## config.mk

```make
export PLATFORM = sky130hd
export DESIGN_NAME = dhbc_queue
export DESIGN_NICKNAME = d
export VERILOG_FILES = /design/src/rtl/core/dhbc_pkg.sv /design/src/rtl/core/dhbc_queue.sv
export SDC_FILE = /design/constraint.sdc
export NUM_CORES = 1
export LEC_CHECK = 0
export BUFFER_PORTS_ARGS = -buffer_cell sky130_fd_sc_hd__buf_2
export CAP_MARGIN = 40
export CORE_ASPECT_RATIO = 2
export CORE_UTILIZATION = 40
export DETAILED_ROUTE_END_ITERATION = 16
export GPL_ROUTABILITY_DRIVEN = 0
export HOLD_SLACK_MARGIN = 0.05
export PLACE_DENSITY = 0.67
export SLEW_MARGIN = 20
export SYNTH_ARGS = -nofsm -noshare
export SYNTH_HDL_FRONTEND = slang
export SYNTH_SLANG_ARGS = --single-unit
```

## constraint.sdc

```tcl
create_clock -name clk_i -period 10.26 [get_ports clk_i]
set_input_delay 3.078 -clock clk_i [delete_from_list [all_inputs] [get_ports clk_i]]
set_output_delay 3.078 -clock clk_i [all_outputs]
set_load 0.05 [all_outputs]
```

## src/rtl/core/dhbc_pkg.sv

```systemverilog
// Package for the double-hash block counter: table geometry, status codes,
// shared item types and the hash fold helpers. No dependencies.
package dhbc_pkg;

  localparam int unsigned TableSize = 4093;
  localparam int unsigned IdxW = $clog2(TableSize);
  localparam int unsigned KeyW = 48;
  localparam int unsigned CntW = 32;
  localparam int unsigned SlotW = 12;
  localparam int unsigned QDepth = 2;
  localparam int unsigned HomeMult = 256;
  localparam int unsigned StepMult = 33;
  // Fixed-point reciprocals (scaled by 2^32) of the two hash moduli.
  localparam logic [31:0] HomeRecip = 32'((64'd1 << 32) / TableSize);
  localparam logic [31:0] StepRecip = 32'((64'd1 << 32) / (TableSize - 1));

  typedef enum logic [1:0] {
    StNew  = 2'd0,
    StInc  = 2'd1,
    StFull = 2'd2,
    StRead = 2'd3
  } status_e;

  typedef enum logic {
    OpInsert = 1'b0,
    OpRead   = 1'b1
  } opcode_e;

  // Classified work item passed from the front end to the back end.
  typedef struct packed {
    logic             is_read;
    logic             rd_in_range;
    logic [SlotW-1:0] rd_index;
    logic [KeyW-1:0]  key;
    logic [IdxW-1:0]  home;
    logic [IdxW-1:0]  step;
  } work_t;

  typedef struct packed {
    status_e          status;
    logic [SlotW-1:0] slot;
    logic             occupied;
    logic [KeyW-1:0]  stored_key;
    logic [CntW-1:0]  count;
  } result_t;

  typedef enum logic [2:0] {
    BeIdle,
    BeRead,
    BeWait,
    BeCheck,
    BeOut
  } be_state_e;

  // One fold step: (h*mult + byte) mod modulus, h below modulus. The quotient
  // estimate from the reciprocal is low by at most one, so one conditional
  // subtract finishes the reduction.
  function automatic logic [IdxW-1:0] fold_step(input logic [IdxW-1:0] h,
                                                 input logic [7:0] b,
                                                 input logic [8:0] mult,
                                                 input logic [IdxW:0] modulus,
                                                 input logic [31:0] recip);
    logic [IdxW+9:0]  acc;
    logic [IdxW+41:0] prod;
    logic [IdxW+9:0]  q;
    logic [IdxW+9:0]  r;
    acc = (IdxW+10)'(h) * (IdxW+10)'(mult) + (IdxW+10)'(b);
    prod = (IdxW+42)'(acc) * (IdxW+42)'(recip);
    q = prod[IdxW+41:32];
    r = acc - q * (IdxW+10)'(modulus);
    if (r >= (IdxW+10)'(modulus)) r = r - (IdxW+10)'(modulus);
    return r[IdxW-1:0];
  endfunction

endpackage

```

## src/rtl/core/dhbc_queue.sv

```systemverilog
// Short work queue between front end and back end. Depends on dhbc_pkg.
module dhbc_queue (
  input  logic            clk_i,
  input  logic            rst_ni,
  input  logic            push_i,
  input  dhbc_pkg::work_t data_i,
  output logic            full_o,
  output logic            empty_o,
  input  logic            pop_i,
  output dhbc_pkg::work_t data_o
);
  import dhbc_pkg::*;

  localparam int unsigned PtrW = $clog2(QDepth);
  work_t           mem_q [QDepth];
  logic [PtrW-1:0] wr_q, rd_q;
  logic [PtrW:0]   fill_q;

  assign full_o = fill_q == (PtrW+1)'(QDepth);
  assign empty_o = fill_q == '0;
  assign data_o = mem_q[rd_q];

  always_ff @(posedge clk_i or negedge rst_ni) begin
    if (!rst_ni) begin
      wr_q <= '0;
      rd_q <= '0;
      fill_q <= '0;
    end else begin
      if (push_i) wr_q <= wr_q + PtrW'(1);
      if (pop_i) rd_q <= rd_q + PtrW'(1);
      fill_q <= fill_q + (PtrW+1)'(push_i) - (PtrW+1)'(pop_i);
    end
  end

  always_ff @(posedge clk_i) begin
    if (push_i) mem_q[wr_q] <= data_i;
  end
endmodule

```

; ---- Word level (Yosys, flattened, before mapping)
; Memory sizes are Yosys's and may differ from the RTL's.
; Index checks and enable logic that the tools add are counted.
[totals]
inputBits = 90
word_cells = 12
latchBits = 0
mem_count = 1
mem_bits_ro = 0
output_inout_bits = 88
ramBits = 172
regBits = 4
[classes]
n_bitwise = 0
n_shift = 0
addsub = 4
div_mod_pow = 0
magnitude_cmp = 0
n_mux = 2
mul = 0
reduce_logical = 1
eq_ne = 1
[memory_table]
columns = name, depth, word_bits, read_ports, rd_ports_with_merged_regs, wr, line
row1 = mem_q, 2, 86, 1, 0, 1, dhbc_queue.sv:15  ; work_t mem_q [QDepth];
[op_table]
columns = cell, count
row1 = "1-bit adder, second input constant", 2
row2 = 2-bit by 1-bit adder with 2-bit output, 1
row3 = "2-bit == test, second input constant", 1
row4 = 2-bit logical NOT, 1
row5 = 1-bit two-way mux, 2
row6 = 2-bit by 1-bit subtractor with 2-bit output, 1

; ---- Depth between registers and ports, before layout
[logic_depth]
ltp_word = 2
ltp_mapped = 5
ltp_nobuf = 5

; ---- Worst setup path before layout
; No wires, ideal clock.
[synth_timing]
path_kind = input -> register
startpoint = in push_i
endpoint = mem mem_q[0][0] (netlist name), enable pin
setup_time_ps = 541
required_ps = 9719
arrival_time_ps = 6832
path_slack_ps = 2886
path_stages = 1
n_path_buf = 0
cell_sequence = nor2b_1
[synth_via]
elab_chain_len = 2
[synth_lines]
columns = item, line
row1 = start: declaration, dhbc_queue.sv:5  ; input logic push_i,
row2 = 1-bit two-way mux, dhbc_queue.sv:36  ; if (push_i) mem_q[wr_q] <= data_i;
row3 = 1-bit two-way mux (implied by the code), dhbc_queue.sv:36
row4 = end: declaration, dhbc_queue.sv:15
; Every way passes these cells.

==> run metrics <==
Clk pin slew, worst setup/hold paths 70 ps; share of layout cells above drive strength 1 61.9%; slew margin rel. 68.9%; Util after Layout 52.1%; Syn Nets 375; number of global-route vias before repair 3,574; Post-Layout Cell Count 690; Max rail drop VDD 0.000177 V; CTS Root Cell clkbuf_16; CP arrival 2460 ps; core area 0.0159 sq mm; final worst path period need 5540 ps; Post-DP HPWL 8.17 mm; via/cell ratio 4.74; total congestion overflow 0; HP Class register to register; Mapped Cells 283; Post-CTS Setup Inserts 0; CP Class register to primary output; final worst path period share 54.0%; CP max FO 40; initial antenna violation count 3; dpl cells 656; yosys warns 0; reg2reg end mem_q[1][34]$_DFFE_PP_; cell area after synthesis 0.00652 sq mm; Synth cell types 13; worst r2r src wr_q$_DFFE_PN0P_; DIE WIDTH 92.3 um; CP Launch Point rd_q$_DFFE_PN0P_; via count 3,272; setup TNS 0 ps; Final Skew 7.88 ps; DR WL/cell 17.2 um; Post-CTS Hold Buffers 0; H-tree levels 4; fin nets 567; Synth Register Bits 176; first-pass GRT wire length 18.0 mm; Post-DRT Antenna Nets 0; DP Area 0.00767 sq mm; Final Setup Violations 0; TritonCTS clock tree done; Port Buf Inserts 177; Starting Density 41.1%; DR DRC count 0; Hold Vio Cnt, Final 0; RSZ-0062 raised after global routing false; Reg2Reg Setup Slack 8510 ps; Design Power 2.71 mW; PwrDens 329 mW/mm^2; clk_lat worst skew 420 ps; routed wire length 11.9 mm; CP Data Required Time 7180 ps; MaxCap Viol Count 0; clock sinks 176; Worst Tran Pin Value 466 ps; Setup crit end kind primary output; area grow syn2layout 26.6%; max-slew violations 0; fmax 0.180 GHz; crit start category register; sequential area share after synthesis 80.7%; top-level I/O count 178; PostCTS Resize Cnt 0; Die H 183 um; reg2reg path depth 3; Worst setup endpoint data_o[80]; number of cell rows 65; drt first pass iters 4; status finished clean; Clock Path Buffers 2; pin count of the biggest net entering global routing 63; die area 0.0169 sq mm; Static Leak 3.21 nW; initial DRC count 129; All-Layer GR Usage 14.8%; CTS buffer count 17; post-route cell area 0.00826 sq mm; synthesized area per cell 23.1 sq um
[worst max-delay path, stage by stage, from the launching register on]
cell and delay [ps]:
dfrtp_4 620, buf_4 440, buf_16 300, mux2_2 410, buf_2 220
[Yosys cell counts (all sizes together)]
| cell | count | share of area [%] |
|---|---|---|
| nor2 | 1 | 0.057 |
| edfxtp | 172 | 79 |
| mux2 | 86 | 17 |
| nor2b | 2 | 0.19 |
| xor3 | 1 | 0.36 |
| and2 | 1 | 0.096 |
| ha | 2 | 0.38 |
| xor2 | 2 | 0.27 |
| dfrtp | 4 | 1.5 |
| buf | 10 | 1.2 |
| inv | 2 | 0.12 |
[routing by layer]
metal / global-route usage, % / vias up / share of wire [%]
li1: - / 1513 / -
met4: 8.25 / 4 / 2.8
met5: 0 / - / 0.26
met1: 13.4 / 1626 / 32
met3: 5.08 / 20 / 5.9
met2: 27.6 / 109 / 59
[placed cells by master, fill, tap and decap left out]
cell and count:
buf_2 177, edfxtp_1 172, mux2_2 56, mux2_4 30, clkbuf_16 17, clkinv_4 3, clkinvlp_4 3, clkinv_2 3
dfrtp_1 3, buf_16 3, buf_4 3, inv_1 2, xor2_1 2, ha_1 2, clkbuf_1 2, inv_6 2
diode_2 1, xor3_1 1, nor2b_4 1, nor2_1 1, nor2b_1 1, and2_4 1, bufinv_16 1, clkbuf_8 1
dfrtp_4 1
[per-stage QoR]
step | hold WS, ps | setup slack, ps
after floorplan | 455 | 2890
after global placement | 531 | 5020
after detailed placement | 560 | 5140
after CTS | 566 | 4680
after global routing | 606 | 4600
final | 563 | 4720
[flip-flops by register name, indices dropped and copies added, names as in the netlist]
register  cells
rd_q          1
wr_q          1
mem_q       172
fill_q        2
[worst min-delay path by stage]
| stage | to | from | slack, ps | cells after the start |
|---|---|---|---|---|
| detailed placement | wr_q$_DFFE_PN0P_ | wr_q$_DFFE_PN0P_ | 560 | 1 |
| floorplan | wr_q$_DFFE_PN0P_ | wr_q$_DFFE_PN0P_ | 460 | 1 |
| CTS | wr_q$_DFFE_PN0P_ | wr_q$_DFFE_PN0P_ | 570 | 1 |
| finish | wr_q$_DFFE_PN0P_ | wr_q$_DFFE_PN0P_ | 560 | 1 |
| global route | wr_q$_DFFE_PN0P_ | wr_q$_DFFE_PN0P_ | 610 | 1 |
| global placement | wr_q$_DFFE_PN0P_ | wr_q$_DFFE_PN0P_ | 530 | 1 |
[area by class of cell]
class                           instances  area, sq um
Fill cell                            1327         7600
Antenna cell                            1         2.50
Inverter                                2         7.51
Multi-Input combinational cell         95         1180
Tap cell                              201          251
Clock inverter                         12          111
Sequential cell                       176         5270
Timing Repair Buffer                  183          991
Clock buffer                           20          447
[cell families (layout without fill, tap and decap cells)]
group	count (synthesis)	count (layout)	synth area share (%)
xor+xnor	3	3	0.633
mux	86	86	16.6
simple gates	4	4	0.345
other cells	0	1	0
flops	176	176	80.7
buf+inv	12	217	1.36
fa+ha+maj	2	2	0.384
[power breakdown]
group | switching, mW | leakage, nW | internal [mW] | total, mW
Combinational | 0.770 | 1.28 | 0.334 | 1.10
Clock | 0.260 | 0.267 | 0.342 | 0.602
Sequential | 0.0527 | 1.66 | 0.955 | 1.01
Note: power is estimated with default switching activity, not from simulation.
